==> src/hdl/mbe_pkg.sv <==
// Shared types and constants for the mask boundary extractor.
// No dependencies; every other file of the block but mbe_ram imports this package.
`timescale 1ns / 1ps

package mbe_pkg;

   localparam int PIX_W      = 8;
   localparam int ROW_W      = 12;
   localparam int COL_W      = 12;
   localparam int CNT_W      = 25;
   localparam int LS_W       = 2;     // line store entry: {above was zero, pixel nonzero}
   localparam int LINE_DEPTH = 4096;
   localparam int LINE_AW    = 12;
   localparam int Q_DEPTH    = 4;
   localparam int Q_AW       = 2;
   localparam int CSR_AW     = 1;
   localparam int CSR_DW     = 12;

   localparam logic [CSR_AW-1:0] CSR_LAST_ROW = 1'b0;
   localparam logic [CSR_AW-1:0] CSR_LAST_COL = 1'b1;

   // One classified item, handed from the front end to the back end.
   typedef struct packed {
      logic             dly_vld;   // result for the pixel one row up
      logic             dly_flag;
      logic             own_vld;   // result for this pixel (last row only)
      logic             own_flag;
      logic             end_row;   // column is the last of its row
      logic [COL_W-1:0] col;
      logic [ROW_W-1:0] row;       // row of the arriving pixel
   } mbe_entry_type;

   typedef struct packed {
      logic full;
      logic empty;
   } mbe_qstat_type;

endpackage

==> src/hdl/mbe_back.sv <==
// Back end: expands each queued item into one or two results, keeps the
// running boundary count and drives the result register. Depends on mbe_pkg.
`timescale 1ns / 1ps

module mbe_back
   import mbe_pkg::*;
(
   input  logic             clock,
   input  logic             reset,
   input  mbe_entry_type    head,
   input  mbe_qstat_type    qstat,
   output logic             pop,
   output logic             rsp_valid,
   input  logic             rsp_ready,
   output logic             rsp_is_boundary,
   output logic [COL_W-1:0] rsp_col_index,
   output logic [ROW_W-1:0] rsp_row_index,
   output logic [CNT_W-1:0] rsp_boundary_count,
   output logic             rsp_last_of_run,
   output logic             rsp_end_of_frame
);

   typedef enum logic [1:0] {
      BK_FIRST  = 2'b01,
      BK_SECOND = 2'b10
   } bk_state_type;

   bk_state_type     state_ff, state_in;
   logic [CNT_W-1:0] cnt_ff, cnt_in;
   logic             valid_ff, valid_in;
   logic             flag_ff;
   logic [COL_W-1:0] col_ff;
   logic [ROW_W-1:0] row_ff;
   logic [CNT_W-1:0] total_ff;
   logic             last_ff;
   logic             eof_ff;

   logic             load;
   logic             sel_dly;
   logic             sel_flag, sel_last, sel_eof;
   logic [ROW_W-1:0] sel_row;
   logic [CNT_W-1:0] cnt_sum;

   always_comb begin
      unique case (state_ff)
         BK_FIRST:  sel_dly = head.dly_vld;
         BK_SECOND: sel_dly = 1'b0;
         default:   sel_dly = 1'b0;
      endcase

      if (sel_dly) begin
         sel_flag = head.dly_flag;
         sel_row  = head.row - ROW_W'(1);
         sel_last = !head.own_vld;
         sel_eof  = 1'b0;
      end else begin
         sel_flag = head.own_flag;
         sel_row  = head.row;
         sel_last = 1'b1;
         sel_eof  = head.end_row;
      end

      load    = !qstat.empty && (!valid_ff || rsp_ready);
      pop     = load && sel_last;
      cnt_sum = cnt_ff + CNT_W'(sel_flag);

      if (!load) begin
         cnt_in = cnt_ff;
      end else if (pop && head.own_vld && head.end_row) begin
         cnt_in = '0;  // frame done
      end else begin
         cnt_in = cnt_sum;
      end

      if (!load) begin
         state_in = state_ff;
      end else if (pop) begin
         state_in = BK_FIRST;
      end else begin
         state_in = BK_SECOND;
      end

      if (load) begin
         valid_in = 1'b1;
      end else if (rsp_ready) begin
         valid_in = 1'b0;
      end else begin
         valid_in = valid_ff;
      end
   end

   always_ff @(posedge clock) begin
      if (reset) begin
         state_ff <= BK_FIRST;
         cnt_ff   <= '0;
         valid_ff <= 1'b0;
      end else begin
         state_ff <= state_in;
         cnt_ff   <= cnt_in;
         valid_ff <= valid_in;
      end
   end

   always_ff @(posedge clock) begin
      if (load) begin
         flag_ff  <= sel_flag;
         col_ff   <= head.col;
         row_ff   <= sel_row;
         total_ff <= cnt_sum;
         last_ff  <= sel_last;
         eof_ff   <= sel_eof;
      end
   end

   assign rsp_valid          = valid_ff;
   assign rsp_is_boundary    = flag_ff;
   assign rsp_col_index      = col_ff;
   assign rsp_row_index      = row_ff;
   assign rsp_boundary_count = total_ff;
   assign rsp_last_of_run    = last_ff;
   assign rsp_end_of_frame   = eof_ff;

endmodule

==> config.mk <==
export PLATFORM = sky130hd
export DESIGN_NAME = mbe_back
export DESIGN_NICKNAME = d
export VERILOG_FILES = /design/src/hdl/mbe_pkg.sv /design/src/hdl/mbe_back.sv
export SDC_FILE = /design/constraint.sdc
export NUM_CORES = 1
export LEC_CHECK = 0
export BUFFER_PORTS_ARGS = -buffer_cell sky130_fd_sc_hd__buf_2
export CORE_UTILIZATION = 56
export CTS_CLUSTER_DIAMETER = 200
export DETAILED_ROUTE_END_ITERATION = 12
export GPL_TIMING_DRIVEN = 0
export PLACE_DENSITY = 0.81
export SYNTH_ARGS = -nofsm -noshare
export SYNTH_HDL_FRONTEND = slang
export SYNTH_SLANG_ARGS = --single-unit
export TNS_END_PERCENT = 1
==> constraint.sdc <==
create_clock -name clock -period 6.8 [get_ports clock]
set_clock_uncertainty 0.05 [all_clocks]
set_input_delay 1.02 -clock clock [delete_from_list [all_inputs] [get_ports clock]]
set_output_delay 1.02 -clock clock [all_outputs]
set_load 0.02 [all_outputs]
# Yosys cells after proc, flatten, opt, wreduce, memory -nomap -nowiden

Index checks and enable logic that the tools add are counted.

Bits in registers: 80
Input bits: 34
Output and inout bits: 54
Logic and storage cells: 29

Add/sub/neg operators: 2
Equal/unequal tests: 1
Multiplexer cells: 8
Reductions and logical operators: 9

Operators with widths:

| operator                | count |
|---|---|
| $add A25 B1 Y25         | 1 |
| $mux W25                | 1 |
| $mux W12                | 1 |
| $sub A12 B1 Y12 const B | 1 |
| $mux W1                 | 5 |
| $logic_and A1 B1 Y1     | 4 |
| $logic_not A1 Y1        | 3 |
| $eq A2 B1 Y1 const B    | 1 |
| $mux W2                 | 1 |
| $reduce_bool A2 Y1      | 1 |
| $logic_or A1 B1 Y1      | 1 |

# Longest topological paths before layout

Word-level depth: 7
Gate-level depth with buffers: 11
Mapped depth without buffers: 10

# Worst setup path before layout

OpenSTA, ideal clock, no wires.

Path kind: in2reg
From: input rsp_ready
To: register cnt_ff[20]
Library setup time: 0.124 ns
Arrival: 3.032 ns
Data required time: 6.626 ns
Setup slack: 3.594 ns
Stages: 7
Buffers on the path: 1
Cells stage by stage: nand2b_1 -> nand2_1 -> inv_1 -> nor2_1 -> clkbuf_1 -> o21ai_0 -> o31ai_1

Longest elaborated chain between the ends: 6

RTL lines:

| what                              | RTL line       | text |
|---|---|---|
| start, declared                   | mbe_back.sv:14 | `input logic rsp_ready,` |
| $logic_or A1 B1 Y1 (*)            | mbe_back.sv:63 | `load = !qstat.empty && (!valid_ff \|\| rsp_ready);` |
| $logic_and A1 B1 Y1 (*)           | mbe_back.sv:63 |  |
| via load                          | mbe_back.sv:38 | `logic load;` |
| $logic_and A1 B1 Y1               | mbe_back.sv:64 | `pop = load && sel_last;` |
| $logic_and A1 B1 Y1 (2 in series) | mbe_back.sv:69 | `end else if (pop && head.own_vld && head.end_row) begin` |
| $mux W25                          | mbe_back.sv:69 |  |
| end signal, assigned              | mbe_back.sv:99 | `cnt_ff <= cnt_in;` |
| end, declared                     | mbe_back.sv:29 | `logic [CNT_W-1:0] cnt_ff, cnt_in;` |

The timed path passes the listed nets; every way through them passes the cells marked *.
A chain may end at the register's enable or synchronous reset.

# Worst setup path after layout

From: input head[28] (netlist name)
To: register cnt_ff[14]

Elaborated cells between the ends (all ways): 8
Those cells by class: add/sub (1); mux (4); reduce/logical (3)

RTL lines:

| what            | RTL line       | text |
|---|---|---|
| start, declared | mbe_back.sv:10 | `input mbe_entry_type head,` |
| $mux W1         | mbe_back.sv:45 | `unique case (state_ff)` |
| $mux W1         | mbe_back.sv:51 | `if (sel_dly) begin` |
| via sel_flag    | mbe_back.sv:40 | `logic sel_flag, sel_last, sel_eof;` |
| $add A25 B1 Y25 | mbe_back.sv:65 | `cnt_sum = cnt_ff + CNT_W'(sel_flag);` |
| $mux W25        | mbe_back.sv:69 |  |

The timed path passes the listed nets, and every way through them passes these cells.

==> impl_summary.md <==
Outcome
The run finished with clean final reports.

Power and ir drop
The portion of total power attributed to sequential cells is 0.515. In this run the power density over the cells is 256 mW/mm². In this run the power spent charging and discharging nets is 242 µW. The internal power consumption is 813 µW. The power consumption is 1060 µW. The analysis attributes to cell leakage a power of 0.00169 µW.

Of the total power, the clock network draws 0.397. Of the total power, the share spent switching nets is 0.230. The share of total power dissipated in combinational logic is 0.088. IR analysis of the VDD net gives a maximum drop of 149 µV.

Floorplan
From bottom edge to top edge, the die measures 79.2 µm. In this run the core area contains 27 standard-cell rows. The initial utilization of the core area, before any placement, comes to 0.592.

The width of the chip is 79.2 µm. The total die area is 0.00628 mm². The total core area is 0.00564 mm². Pin placement for this block handled 88 I/O pins.

Global routing
The number of antenna violations at the first check in global routing was 0. The maximum number of pins on one net before global-route repair is 45. The global-route usage over all layers is 0.230.

For this run the aggregate overflow at the end of global routing stands at 0. The first global-routing pass estimated 10.9 mm of wire. The via count of the first global-routing pass came to 2342.

Critical path
The worst path buffer plus inverter count is 2. The critical path class is in2reg. The family with the most delay on the worst path is simple AND/OR/NAND/NOR gates. The master of the slowest instance on the critical path is sky130_fd_sc_hd__nor2_1. Data arrives at the worst endpoint at 3.49 ns. The worst setup path is captured at a flip-flop. Walking the worst path, the cells encountered are buf_2 > and3b_1 > buf_2 > nand2_1 > nand2_1 > ha_1 > ha_1 > nand3_1 > nor2_1 > nand4_1 > or3_1 > o21ai_0.

The startpoint kind of the worst setup timing path is a primary input. The data required time of the worst path is approximately 7 ns. In this run the worst path has a maximum fanout of 8. The delay of the slowest cell on the worst path is around 0.5 ns.

Placed design
At the end of routability-driven placement, the weighted congestion stood at between 0.8 and 0.9. In this run the cell area measured after placement is 0.00387 mm². The number of input and output port buffers inserted is 85. The detailed-placement wirelength estimate is roughly 4.7 mm.

STA
The count of final setup violators is 0. The headroom to the max-slew limit is 0.618. Based on the critical path, the design can be clocked at up to 307 MHz. Adding up every negative setup slack in the final design gives 0 ns.

In the finished design, the share of the clock period the worst path needs comes to 0.479. The final hold violation count was 0. The max-slew violation count came to 0. The shortest period the worst path allows is 3.26 ns. Setup repair after global routing left no endpoint under its margin. At the pin with the least slew margin, the transition time is 0.573 ns.

Synthesis
Synthesis inferred 80 register bits. sky130_fd_sc_hd__edfxtp_1 takes more of the synthesized area than any other cell. After technology mapping, the gate count stands at 276.

The net count after synthesis is 313. The fraction of registers with async set/reset is 0. The primary flip-flop cell chosen by synthesis mapping is sky130_fd_sc_hd__edfxtp_1.

In the post-synthesis netlist, the biggest area contributors are sky130_fd_sc_hd__edfxtp_1 (47%), sky130_fd_sc_hd__dfxtp_1 (17%), sky130_fd_sc_hd__xnor2_1 (5.8%). The number of flops mapped to enable cells by yosys is 52. The portion of synthesized cell area occupied by the leading cell type is 0.468. The synthesized area is 0.00334 mm². The number of distinct library cell variants in the gate-level netlist after synthesis is 40. The number of warnings issued by yosys is 0. The per-instance average area after synthesis is around 12 µm².

Of the synthesized area, sequential elements account for 0.635.

Drt
The first-pass iteration count of the detailed router is 4. The detailed router placed about 2500 vias in this run. In this run the remaining antenna-violating nets after routing total 0. After detailed routing, the average wire length per cell comes to 15.1 µm.

The detailed router finished its first iteration with 218 violations. The final wirelength is 6.78 mm. The routed via count divided by cell count is 5.48. The number of remaining DRC errors is 0.

Cells and area
The post-route cell area is 0.00412 mm². The repair_antennas step left the layout with diodes totalling 0. The final net count is 410. Compared with the post-synthesis result, the final layout area differs by 23.3%. Across the whole layout, storage elements account for 0.00212 mm². The multi-input combinational cell area is 0.00115 mm². The count of fill cells added during filler insertion is 378.

The core utilization of the finished layout is 0.730. The share of layout cells above drive strength 1 is 0.312.

Clock tree
The maximum buffer depth of the clock tree is 2. The number of clock buffers added by TritonCTS is 9. The cell chosen for the clock root is sky130_fd_sc_hd__clkbuf_8. Post-CTS timing repair inserted 0 buffers for setup. The TritonCTS sink count is 80.

The number of buffers inserted by hold repair at cts is 0. The H-tree depth reported by CTS is 3. The clock edge transition at the registers on the reported setup and hold paths is 0.08 ns.

Clock latency on the worst-skew pair, taken at its later pin, is 0.35 ns. The clock tree from TritonCTS is built. The number of gates given a new drive strength after cts is 0.

Hold path
The path class of the lowest-slack min-delay path is reg2reg.

Flow run
Max-cap violations in this run came to 0.
==> path summary, 6_finish.rpt <==
kind / startpoint / end / slack, ns / cells past startpoint
min reg2reg: state_ff[1]$_SDFFE_PP0P_ / state_ff[1]$_SDFFE_PP0P_ / 0.47 / 2
min: state_ff[1]$_SDFFE_PP0P_ / state_ff[1]$_SDFFE_PP0P_ / 0.47 / 2
max reg2reg: state_ff[0]$_SDFFE_PP1P_ / cnt_ff[14]$_SDFFE_PP0P_ / 3.92 / 11
max: head[28] / cnt_ff[14]$_SDFFE_PP0P_ / 3.54 / 12
==> placed cells by master, fill, tap and decap left out, types with 2 or more instances in the layout <==
master / n
sky130_fd_sc_hd__clkinv_4: 2
sky130_fd_sc_hd__a22oi_1: 4
sky130_fd_sc_hd__and2_1: 3
sky130_fd_sc_hd__o21ai_0: 18
sky130_fd_sc_hd__dfxtp_1: 28
sky130_fd_sc_hd__o31ai_1: 6
sky130_fd_sc_hd__a22o_1: 6
sky130_fd_sc_hd__clkbuf_8: 9
sky130_fd_sc_hd__bufinv_16: 3
sky130_fd_sc_hd__ha_1: 3
sky130_fd_sc_hd__nand2_1: 26
sky130_fd_sc_hd__a21oi_1: 7
sky130_fd_sc_hd__inv_1: 6
sky130_fd_sc_hd__a31oi_1: 10
sky130_fd_sc_hd__nor2_1: 19
sky130_fd_sc_hd__or3_1: 3
sky130_fd_sc_hd__nand4_1: 5
sky130_fd_sc_hd__xor2_1: 10
sky130_fd_sc_hd__and3_1: 4
sky130_fd_sc_hd__edfxtp_1: 52
sky130_fd_sc_hd__buf_2: 90
sky130_fd_sc_hd__nor3_1: 3
sky130_fd_sc_hd__nand3_1: 13
sky130_fd_sc_hd__xnor2_1: 22
sky130_fd_sc_hd__clkbuf_1: 4
==> worst register-to-register path, delay by kind of cell, from the launching register on <==
family / cells / cell delay, ns
AND/OR/NAND/NOR: 7 / 1.67
adder cells (fa/ha/maj): 2 / 0.47
flip-flops: 1 / 0.39
buffers and inverters: 1 / 0.17
AO/OA/AOI/OAI: 1 / 0.07
==> layout make-up <==
| cell class | count | share of cell area |
|---|---|---|
| plain buffers | 10 | 0.0109 |
| clock buffers | 9 | 0.0301 |
| clock inverters | 7 | 0.0292 |
| inverters | 7 | 0.00638 |
| multi-input cells | 179 | 0.278 |
| flip-flops and latches | 80 | 0.515 |
| well taps | 72 | 0.0219 |
| repair buffers | 86 | 0.108 |
==> sequential cells by signal (all words and copies together) (netlist names) <==
register            flops
rsp_row_index          12
rsp_col_index          12
rsp_boundary_count     25
rsp_valid               1
rsp_last_of_run         1
rsp_is_boundary         1
state_ff                2
cnt_ff                 25
rsp_end_of_frame        1
==> metal layers <==
metal / vias to the layer above / track usage / routed length [µm]
met1: 1145 / 0.278 / 2820
met3: 14 / 0.0517 / 443
met2: 99 / 0.383 / 3380
met4: 0 / 0.125 / 133
met5: - / 0 / 0
li1: 1206 / - / -
==> metrics by stage <==
| step | hold slack [ns] | setup slack [ns] | instances |
|---|---|---|---|
| 2_1_floorplan | 0.422 | 3.59 | 276 |
| 4_1_cts | 0.477 | 3.57 | 450 |
| 3_5_place_dp | 0.454 | 3.22 | 434 |
| 6_report | 0.472 | 3.54 | 450 |
| 3_3_place_gp | 0.439 | 2.77 | 433 |
| 5_1_grt | 0.514 | 3.32 | 450 |
==> power by group through the flow <==
| stage | logic, µW | registers, µW | clock network (µW) |
|---|---|---|---|
| after floorplan | 29.0 | 580 | 0 |
| after global placement | 89.2 | 555 | 0 |
| after detailed placement | 93.1 | 555 | 0 |
| after CTS | 93.8 | 544 | 422 |
| after global routing | 100 | 546 | 444 |
| final | 93.0 | 543 | 419 |
==> cell families after synthesis <==
family	after synthesis	share of synthesized area
DFF	80	0.635
and+or+nand+nor	90	0.146
buffers and inverters	17	0.0214
adders and majority gates	3	0.0112
AOI/OAI and AO/OA	54	0.102
xor gates and xnor gates	32	0.0839
==> Yosys cell counts (3+ instances only) <==
cell                        n
sky130_fd_sc_hd__a21oi_1    7
sky130_fd_sc_hd__a22o_1     6
sky130_fd_sc_hd__a22oi_1    4
sky130_fd_sc_hd__a31oi_1   10
sky130_fd_sc_hd__and2_1     3
sky130_fd_sc_hd__and3_1     4
sky130_fd_sc_hd__buf_2      5
sky130_fd_sc_hd__clkbuf_1   4
sky130_fd_sc_hd__dfxtp_1   28
sky130_fd_sc_hd__edfxtp_1  52
sky130_fd_sc_hd__ha_1       3
sky130_fd_sc_hd__inv_1      7
sky130_fd_sc_hd__nand2_1   26
sky130_fd_sc_hd__nand3_1   13
sky130_fd_sc_hd__nand4_1    5
sky130_fd_sc_hd__nor2_1    19
sky130_fd_sc_hd__nor3_1     3
sky130_fd_sc_hd__o21ai_0   18
sky130_fd_sc_hd__o31ai_1    6
sky130_fd_sc_hd__or3_1      3
sky130_fd_sc_hd__xnor2_1   22
sky130_fd_sc_hd__xor2_1    10
Note: power is estimated with default switching activity, not from simulation.
