$ cat config.mk
export PLATFORM = sky130hd
export DESIGN_NAME = mbe_queue
export DESIGN_NICKNAME = d
export VERILOG_FILES = /design/src/hdl/mbe_pkg.sv /design/src/hdl/mbe_queue.sv
export SDC_FILE = /design/constraint.sdc
export NUM_CORES = 1
export LEC_CHECK = 0
export ABC_AREA = 1
export ABC_CLOCK_PERIOD_IN_PS = 4600
export BUFFER_PORTS_ARGS = -buffer_cell sky130_fd_sc_hd__buf_2
export CORE_MARGIN = 2
export CORE_UTILIZATION = 45
export CTS_BUF_LIST = sky130_fd_sc_hd__clkbuf_8
export CTS_CLUSTER_DIAMETER = 40
export DETAILED_ROUTE_END_ITERATION = 8
export GPL_ROUTABILITY_DRIVEN = 0
export PLACE_DENSITY = 0.62
export SETUP_SLACK_MARGIN = 0.15
export SKIP_LAST_GASP = 1
export SYNTH_ARGS = -nofsm -noshare
export SYNTH_HDL_FRONTEND = slang
export SYNTH_SLANG_ARGS = --single-unit
$ cat constraint.sdc
create_clock -name clock -period 4.6 [get_ports clock]
set_input_delay 0.92 -clock clock [delete_from_list [all_inputs] [get_ports clock]]
set_output_delay 0.92 -clock clock [all_outputs]
set_load 0.05 [all_outputs]
$ cat src/hdl/mbe_pkg.sv
// Shared types and constants for the mask boundary extractor.
// No dependencies; every other file of the block but mbe_ram imports this package.
`timescale 1ns / 1ps

package mbe_pkg;

   localparam int PIX_W      = 8;
   localparam int ROW_W      = 12;
   localparam int COL_W      = 12;
   localparam int CNT_W      = 25;
   localparam int LS_W       = 2;     // line store entry: {above was zero, pixel nonzero}
   localparam int LINE_DEPTH = 4096;
   localparam int LINE_AW    = 12;
   localparam int Q_DEPTH    = 4;
   localparam int Q_AW       = 2;
   localparam int CSR_AW     = 1;
   localparam int CSR_DW     = 12;

   localparam logic [CSR_AW-1:0] CSR_LAST_ROW = 1'b0;
   localparam logic [CSR_AW-1:0] CSR_LAST_COL = 1'b1;

   // One classified item, handed from the front end to the back end.
   typedef struct packed {
      logic             dly_vld;   // result for the pixel one row up
      logic             dly_flag;
      logic             own_vld;   // result for this pixel (last row only)
      logic             own_flag;
      logic             end_row;   // column is the last of its row
      logic [COL_W-1:0] col;
      logic [ROW_W-1:0] row;       // row of the arriving pixel
   } mbe_entry_type;

   typedef struct packed {
      logic full;
      logic empty;
   } mbe_qstat_type;

endpackage

$ cat src/hdl/mbe_queue.sv
// Short FIFO of classified items between front and back end.
// Depends on mbe_pkg.
`timescale 1ns / 1ps

module mbe_queue
   import mbe_pkg::*;
(
   input  logic          clock,
   input  logic          reset,
   input  logic          push,
   input  mbe_entry_type push_entry,
   input  logic          pop,
   output mbe_entry_type head,
   output mbe_qstat_type qstat
);

   mbe_entry_type   slot_ff [Q_DEPTH];
   logic [Q_AW-1:0] wr_ptr_ff, wr_ptr_in;
   logic [Q_AW-1:0] rd_ptr_ff, rd_ptr_in;
   logic [Q_AW:0]   count_ff, count_in;

   always_comb begin
      wr_ptr_in = push ? wr_ptr_ff + Q_AW'(1) : wr_ptr_ff;
      rd_ptr_in = pop  ? rd_ptr_ff + Q_AW'(1) : rd_ptr_ff;
      count_in  = count_ff + (Q_AW+1)'(push) - (Q_AW+1)'(pop);
      qstat.full  = count_ff == (Q_AW+1)'(Q_DEPTH);
      qstat.empty = count_ff == '0;
      head        = slot_ff[rd_ptr_ff];
   end

   always_ff @(posedge clock) begin
      if (reset) begin
         wr_ptr_ff <= '0;
         rd_ptr_ff <= '0;
         count_ff  <= '0;
      end else begin
         wr_ptr_ff <= wr_ptr_in;
         rd_ptr_ff <= rd_ptr_in;
         count_ff  <= count_in;
      end
   end

   always_ff @(posedge clock) begin
      if (push) begin
         slot_ff[wr_ptr_ff] <= push_entry;
      end
   end

endmodule

# Word level (Yosys, flattened, before mapping)
# Memories as Yosys holds them, arrays and structs flattened. A register that Yosys moved wholly into a read port is not among the register bits.
# Cells that the tools add are included.
[op_classes]
n_addsub = 4
n_mul = 0
div_mod_pow = 0
magnitude_cmp = 0
eq_ne = 1
n_shift = 0
mux = 4
bitwise = 0
reduce_logical = 1
[ops]
columns = ["operator", "count"]
rows = [
  ["$add A2 B1 Y2 const B", 2],
  ["$mux W2", 2],
  ["$add A3 B1 Y3", 1],
  ["$eq A3 B3 Y1 const B", 1],
  ["$logic_not A3 Y1", 1],
  ["$sub A3 B1 Y3", 1],
  ["$mux W1", 2],
]
[totals]
register_bits = 7
latch_bits = 0
ram_bits = 116
romBits = 0
in_bits = 33
elab_cells = 14
memories = 1
[mem_list]
columns = ["memory", "words", "width", "read_ports", "rd_clocked_by_memory_dff", "wr", "line_no", "source"]
rows = [
  ["slot_ff", 4, 29, 1, 1, 1, "mbe_queue.sv:17", "mbe_entry_type slot_ff [Q_DEPTH];"],
]

# Logic depth before layout (Yosys ltp)
# Gate-level depths: netlist (run 1).
[logic_depth]
word_depth = 3
depth_mapped = 9

# Least setup slack after synthesis (run 1)
# Ideal clock, no wire load.
[synth_path]
kind = "reg2out"
start = "reg count_ff[1]"
end = "out qstat[1] (netlist bit)"
t_arrival_ns = 1.397
t_required_ns = 3.680
slack_ns = 2.283
stages_incl_launch_ff = 2
n_path_buf = 0
path_cell_list = "dfxtp_1 nor3_1"
[synth_rtl]
columns = ["item", "line_no", "source"]
rows = [
  ["start, declared", "mbe_queue.sv:20", "logic [Q_AW:0] count_ff, count_in;"],
  ["start signal, assigned", "mbe_queue.sv:39", "count_ff <= count_in;"],
  ["end, declared", "mbe_queue.sv:14", "output mbe_qstat_type qstat"],
]

==> summary.md, run 1 <==
| Metric | Value |
|---|---|
| Status | `finished, final reports clean` |
| Final Skew | `0.00704 ns` |
| First-pass GRT wire length | `14400 µm` |
| DP Cell Count | `584` |
| Via density | `4.83` |
| Setup WS pre-CTS | `1.82 ns` |
| # clock sinks | `around 130` |
| Multi-input gate area | `1030 µm²` |
| Mapped Area | `between 5000 and 6000 µm²` |
| Root Buffer Master | `clkbuf_8` |
| CTS tree | `yes` |
| Fin. Hold Viols | `0` |
| Clk_lat worst skew | `between 0.4 and 0.5 ns` |
| Worst endpoint data arrival time | `between 2 and 2.5 ns` |
| H-tree level count | `4` |
| Layout cells sized above 1 | `23.8%` |
| Cell Rows | `38` |
| Fmax | `between 300 and 400 MHz` |
| Largest net degree at the start of global routing | `117` |
| Max-slew violation count | `0` |
| Final worst setup slack | `around 1.4 ns` |
| Comb pwr share | `13.7%` |
| Power density cells | `around 440 nW/µm²` |
| P_int | `1.90 mW` |
| Net Switching | `0.691 mW` |
| Final Cycle Share | `69.9%` |
| Most common cell after layout, fill and taps aside | `edfxtp_1` |
| WP data required | `3.68 ns` |
| Worst Hold Class | `reg2reg` |
| FF+latch area | `around 3700 µm²` |
| Boundary pin count | `64` |
| Reg power frac | `51.8%` |
| WL final | `8740 µm` |
| Tot GR Track Use | `15.1%` |
| Critical path launch point type | `flip-flop` |
| Nets | `503` |
| Post-CTS sizing | `0` |
| RSZ-0062 raised after global routing | `no` |
| Sw Ratio | `26.6%` |
| Setup Viol. Count Final | `0` |
| Worst setup EP type | `primary output` |
| Syn Nets | `435` |
| Maximum VDD drop | `roughly 0.00021 V` |
| Die width | `111 µm` |
| Share of total power in the clock network | `34.5%` |
| Grt total ovfl | `0` |
| Final ANT Viol Nets | `0` |
| Postcts setup bufs | `0` |
| First-pass DRT Iterations | `4` |
| Hold_buf cts | `0` |
| Period minus WS final | `approximately 3.2 ns` |
| TritonCTS Buffers | `17` |
| HPWL Detailed | `5300 µm` |
| Initial DRC count | `183` |
| Yosys warning count | `0` |
| Total number of vias | `2968` |
| Unique masters post-synth | `18` |
| Clock transition at path regs | `roughly 0.070 ns` |
| Area Growth Syn to Fin | `15.0%` |
| Total core area | `10900 µm²` |
| Avg Cell Area, Syn | `12.9 µm²` |
| Setup TNS | `0 ns` |
| Most frequent cells in the layout | `edfxtp_1, inv_1, nand2_1, buf_2, a21oi_1` |
| Flops & latches, synth | `125` |
| Max_slew headroom | `21.5%` |
| Fill cells | `930` |
| Register area share after synthesis | `between 70% and 80%` |
| Residual DRC | `0` |
| Max-Cap Viols | `0` |
| P_leak | `between 2 and 2.5 nW` |
| CP max FO | `roughly 120` |
| # port buffers | `63` |
| Critical path class | `reg2out` |
| Total Die Area | `about 12000 µm²` |
| Worst-margin pin slew | `1.18 ns` |
| Die Ht | `111 µm` |
| Vias in the first global route | `2952` |
| Ant. Diodes | `0` |
| Routed length per instance | `roughly 14 µm` |
| Post-Synthesis Cells | `just under 400` |
| Fin cells | `615` |
| Initial antenna violation count | `0` |
| Clock tree buffer depth | `2` |
| Initial Util | `46.7%` |
cell type report:
cell class              count  area share [%]
clock buffers              17            3.98
flip-flops and latches    125            62.4
repair buffers             68            6.01
clock inverters            14            2.34
well taps                 140            2.98
multi-input cells         176            17.5
inverters                  75            4.79
stage by stage:
step / total power [mW] / utilization (%) / cell area (µm²) / hold WS [ns]
6_report: 2.59 / 53.7 / 5880 / 0.462
5_1_grt: 2.70 / 53.7 / 5880 / 0.484
4_1_cts: 2.62 / 53.7 / 5880 / 0.459
3_5_place_dp: 1.73 / 50.3 / 5500 / 0.445
3_3_place_gp: 1.72 / 50.3 / 5500 / 0.443
2_1_floorplan: 1.63 / - / 5110 / 0.436
power by group through the flow:
stage | clock, mW | combinational (mW) | sequential [mW]
floorplan | 0 | 0.296 | 1.34
global placement | 0 | 0.355 | 1.37
detailed placement | 0 | 0.360 | 1.37
CTS | 0.915 | 0.361 | 1.34
global route | 0.962 | 0.389 | 1.35
finish | 0.893 | 0.355 | 1.34
state kept, by name (all words and copies together) (netlist names), named ones only:
register and cells:
slot_ff 116, count_ff 3, rd_ptr_ff 2, wr_ptr_ff 2
cell families after synthesis:
group / share of synthesized area, %
fa+ha+maj: 1.86
compound gates: 12.9
flops: 71.7
simple gates: 5.34
buf+inv: 8.20
per-layer routing:
metal	vias to the layer above	track usage, %	share of wire [%]
met2	48	24.9	49
met4	0	6.33	1.2
met1	1420	18.7	46
met5	-	0	0
li1	1493	-	-
met3	7	4.34	3.3
cells in the mapped netlist:
cell type | instances | area [µm²]
nor3_1 | 1 | 5.00
o21ai_0 | 33 | 165
nand2_1 | 66 | 248
dfxtp_1 | 9 | 180
inv_1 | 75 | 282
buf_4 | 2 | 15.0
o211ai_1 | 9 | 67.6
fa_1 | 1 | 20.0
ha_1 | 6 | 75.1
nor2_1 | 4 | 15.0
buf_6 | 7 | 78.8
edfxtp_1 | 116 | 3480
a21oi_1 | 35 | 175
o211ai_2 | 20 | 250
buf_2 | 5 | 25.0
clkbuf_1 | 3 | 11.3
buf_1 | 2 | 7.51
nand3_1 | 1 | 5.00
critical path, stage by stage (launching register included):
cell and delay, ns:
dfxtp_4 1.11, o21ai_0 0.30, nand2_1 0.14, buf_2 0.27
path summary, 6_finish.rpt:
check | from | slack [ns] | to | cells past startpoint
setup / recovery | flip-flop | 1.38 | head[12] | 3
hold / removal | rd_ptr_ff[1]$_SDFFE_PP0P_ | 0.46 | flip-flop | 2
setup reg to reg | wr_ptr_ff[0]$_SDFFE_PP0P_ | 2.75 | slot_ff[3][15]$_DFFE_PP_ | 4
hold reg to reg | rd_ptr_ff[1]$_SDFFE_PP0P_ | 0.46 | flip-flop | 2
Power figures use the tool's default switching activity.
==> run 2: changes to the inputs <==
Settings changed: ABC_AREA 1 to 0, ABC_CLOCK_PERIOD_IN_PS 4600 to 3300, PLACE_DENSITY 0.62 to 0.63.
Clock period 4.6 ns to 3.3 ns, I/O delays scaled along.
==> run 2 against run 1 <==
Utilization rose by 0.20 points. Combinational power up 50%. Global-route usage shrank 0.22 points.
==> summary.md, run 2 <==
| Metric | Value |
|---|---|
| Setup TNS | `0 ns (unchanged)` |
| HPWL Detailed | `4300 µm (-19%)` |
| WL final | `7490 µm (-14%)` |
| Worst-margin pin slew | `0.828 ns (-0.350 ns)` |
| Cell family with most CP delay | `multiplexers` |
| First-pass GRT wire length | `11800 µm (-18%)` |
| Fill cells | `785 (-16%)` |
| H-tree level count | `4 (unchanged)` |
| Area Growth Syn to Fin | `18.0%` |
| Root Buffer Master | `clkbuf_8` |
| CP max stage cell | `mux4_1` |
| Residual DRC | `0 (unchanged)` |
| Most frequent cells in the layout | `edfxtp_1, buf_2, mux4_2, clkbuf_8, inv_1` |
| Worst r2r src | `count_ff[0]$_SDFF_PP0_` |
| Most common cell in the synthesized netlist | `edfxtp_1` |
| Die Ht | `105 µm (-4.6%)` |
| Min-delay src | `push_entry[3]` |
| Post-CTS sizing | `0 (unchanged)` |
| Yosys top cell by area | `edfxtp_1` |
| Reg with most FFs | `slot_ff` |
| CP max FO | `25 (-78%)` |
| Fin. Hold Viols | `0 (unchanged)` |
| Initial antenna violation count | `0 (unchanged)` |
| Via density | `5.00 (+3.6%)` |
| Layout cells sized above 1 | `43.8% (+20 points)` |
| Max-slew violation count | `0 (unchanged)` |
| Largest net degree at the start of global routing | `30 (-74%)` |
| Setup WS pre-CTS | `1.11 ns (-0.714 ns)` |
| Most common cell after layout, fill and taps aside | `edfxtp_1` |
| Cell Rows | `37 (-2.6%)` |
| Fmax | `383 MHz` |
| CP cell instances | `buf_12 -> mux4_1 -> buf_2` |
| Ant. Diodes | `0 (unchanged)` |
| WP data required | `2.64 ns (-1.04 ns)` |
| Clock transition at path regs | `0.07 ns (about the same)` |
| Hold_buf cts | `0 (unchanged)` |
| Critical path launch point type | `flip-flop` |
| Syn Nets | `233 (-46%)` |
| Maximum VDD drop | `0.000351 V (+68%)` |
| Tot GR Track Use | `14.9% (-0.22 points)` |
| Worst Hold Class | `in2reg` |
| Register area share after synthesis | `79.1% (+7.4 points)` |
| Final ANT Viol Nets | `0 (unchanged)` |
| Synth top area share | `75.2% (+7.0 points)` |
| Die width | `105 µm (-4.6%)` |
| Critical path class | `reg2out` |
| Largest register FFs | `116 (unchanged)` |
| Max-Cap Viols | `0 (unchanged)` |
| Initial Util | `45.7% (-1.0 points)` |
| Final Cycle Share | `79.1%` |
| Mapped Area | `4630 µm² (-9.3%)` |
| EDFF count, synth | `116 (unchanged)` |
| Worst endpoint data arrival time | `1.95 ns (-0.35 ns)` |
| Main flop type after synthesis | `edfxtp_1` |
| Buffers and inverters on the worst path | `2 (+1)` |
| Max_slew headroom | `44.8% (+23 points)` |
| Vias in the first global route | `2233 (-24%)` |
| Routed length per instance | `17.9 µm (+26%)` |
| Final worst setup slack | `0.688 ns (-0.695 ns)` |
| Max stage delay on crit path | `0.58 ns (-0.53 ns)` |
| Total number of vias | `2094 (-29%)` |
| Hold slack | `0.448 ns (-0.0141 ns)` |
| Avg Cell Area, Syn | `24.0 µm² (+86%)` |
| Clk_lat worst skew | `0.42 ns (about the same)` |
| Yosys warning count | `0 (unchanged)` |
| Total Die Area | `11100 µm² (-9.0%)` |
| Worst setup EP type | `primary output` |
| # port buffers | `63 (unchanged)` |
| Fin cells | `419 (-32%)` |
| Layout Utilization | `53.9% (+0.20 points)` |
| Period minus WS final | `2.61 ns` |
| P_leak | `1.91 nW (-19%)` |
| First-pass DRT Iterations | `4 (unchanged)` |
| Async SR Flop Fraction | `0% (unchanged)` |
| RSZ-0062 raised after global routing | `no` |
| Post-synth top cells | `edfxtp_1, mux4_2, dfxtp_1` |
| Total core area | `10100 µm² (-7.3%)` |
| FF+latch area | `3670 µm² (about the same)` |
| Initial DRC count | `107 (-42%)` |
| Setup Viol. Count Final | `0 (unchanged)` |
| Multi-input gate area | `898 µm² (-12%)` |
| DP Cell Count | `387 (-34%)` |
| Boundary pin count | `64 (unchanged)` |
| Status | `finished, final reports clean` |
| TritonCTS Buffers | `17 (unchanged)` |
| Grt total ovfl | `0 (unchanged)` |
| Post-Synthesis Cells | `193 (-51%)` |
| Nets | `310 (-38%)` |
| Unique masters post-synth | `23 (+5)` |
| Flops & latches, synth | `125 (unchanged)` |
| # clock sinks | `125 (unchanged)` |
| CTS tree | `yes` |
| Biggest regs | `slot_ff x116, count_ff x3` |
| Postcts setup bufs | `0 (unchanged)` |
| Final Skew | `0.00542 ns (-0.00162 ns)` |
| Power density cells | `668 nW/µm² (+51%)` |
| Clock tree buffer depth | `2 (unchanged)` |
| Area contributors post-synth | `edfxtp_1, mux4_2, dfxtp_1` |
run 2: metrics by stage:
stage / area, µm² / power [mW]
global route: 5470 / 3.81
finish: 5470 / 3.65
global placement: 5090 / 2.43
CTS: 5470 / 3.70
detailed placement: 5090 / 2.44
floorplan: 4630 / 2.30
run 2: final cells by class:
class | count | area share [%]
well taps | 136 | 3.11
clock inverters | 15 | 2.59
multi-input cells | 56 | 16.4
inverters | 6 | 0.412
repair buffers | 64 | 6.13
clock buffers | 17 | 4.28
flip-flops and latches | 125 | 67.0
run 2: power breakdown:
group	switching, mW	internal (mW)
logic	0.357	0.177
registers	0.0388	1.82
clock network	0.539	0.720
run 2: cells by family after synthesis:
logic type / after synthesis / share of synthesized area, %
multiplexers: 30 / 14.4
buffers and inverters: 12 / 1.62
adder cells (fa/ha/maj): 7 / 2.05
XOR/XNOR: 3 / 0.891
AND/OR/NAND/NOR: 14 / 1.62
AO/OA/AOI/OAI: 2 / 0.324
flip-flops: 125 / 79.1
run 2: worst reg2reg max path, stage by stage, from the launching register on:
cell,delay [ns]
dfxtp_1,0.33
inv_1,0.06
ha_1,0.27
inv_1,0.04
ha_1,0.18
fa_1,0.36
xor3_1,0.37
nor2_1,0.04
run 2: worst paths after layout:
| kind | endpoint | depth (start not counted) | slack (ns) |
|---|---|---|---|
| max | head[2] | 3 | 0.69 |
| min | slot_ff[0][3]$_DFFE_PP_ | 1 | 0.45 |
| max reg2reg | count_ff[2]$_SDFF_PP0_ | 7 | 1.55 |
| min reg2reg | flip-flop | 2 | 0.55 |
run 2: per-layer routing:
metal  GRT usage, %  share of wire (%)
met1           17.8                 43
met2           24.1                 51
met3           5.75                5.1
met4           6.29                1.3
met5              0                  0
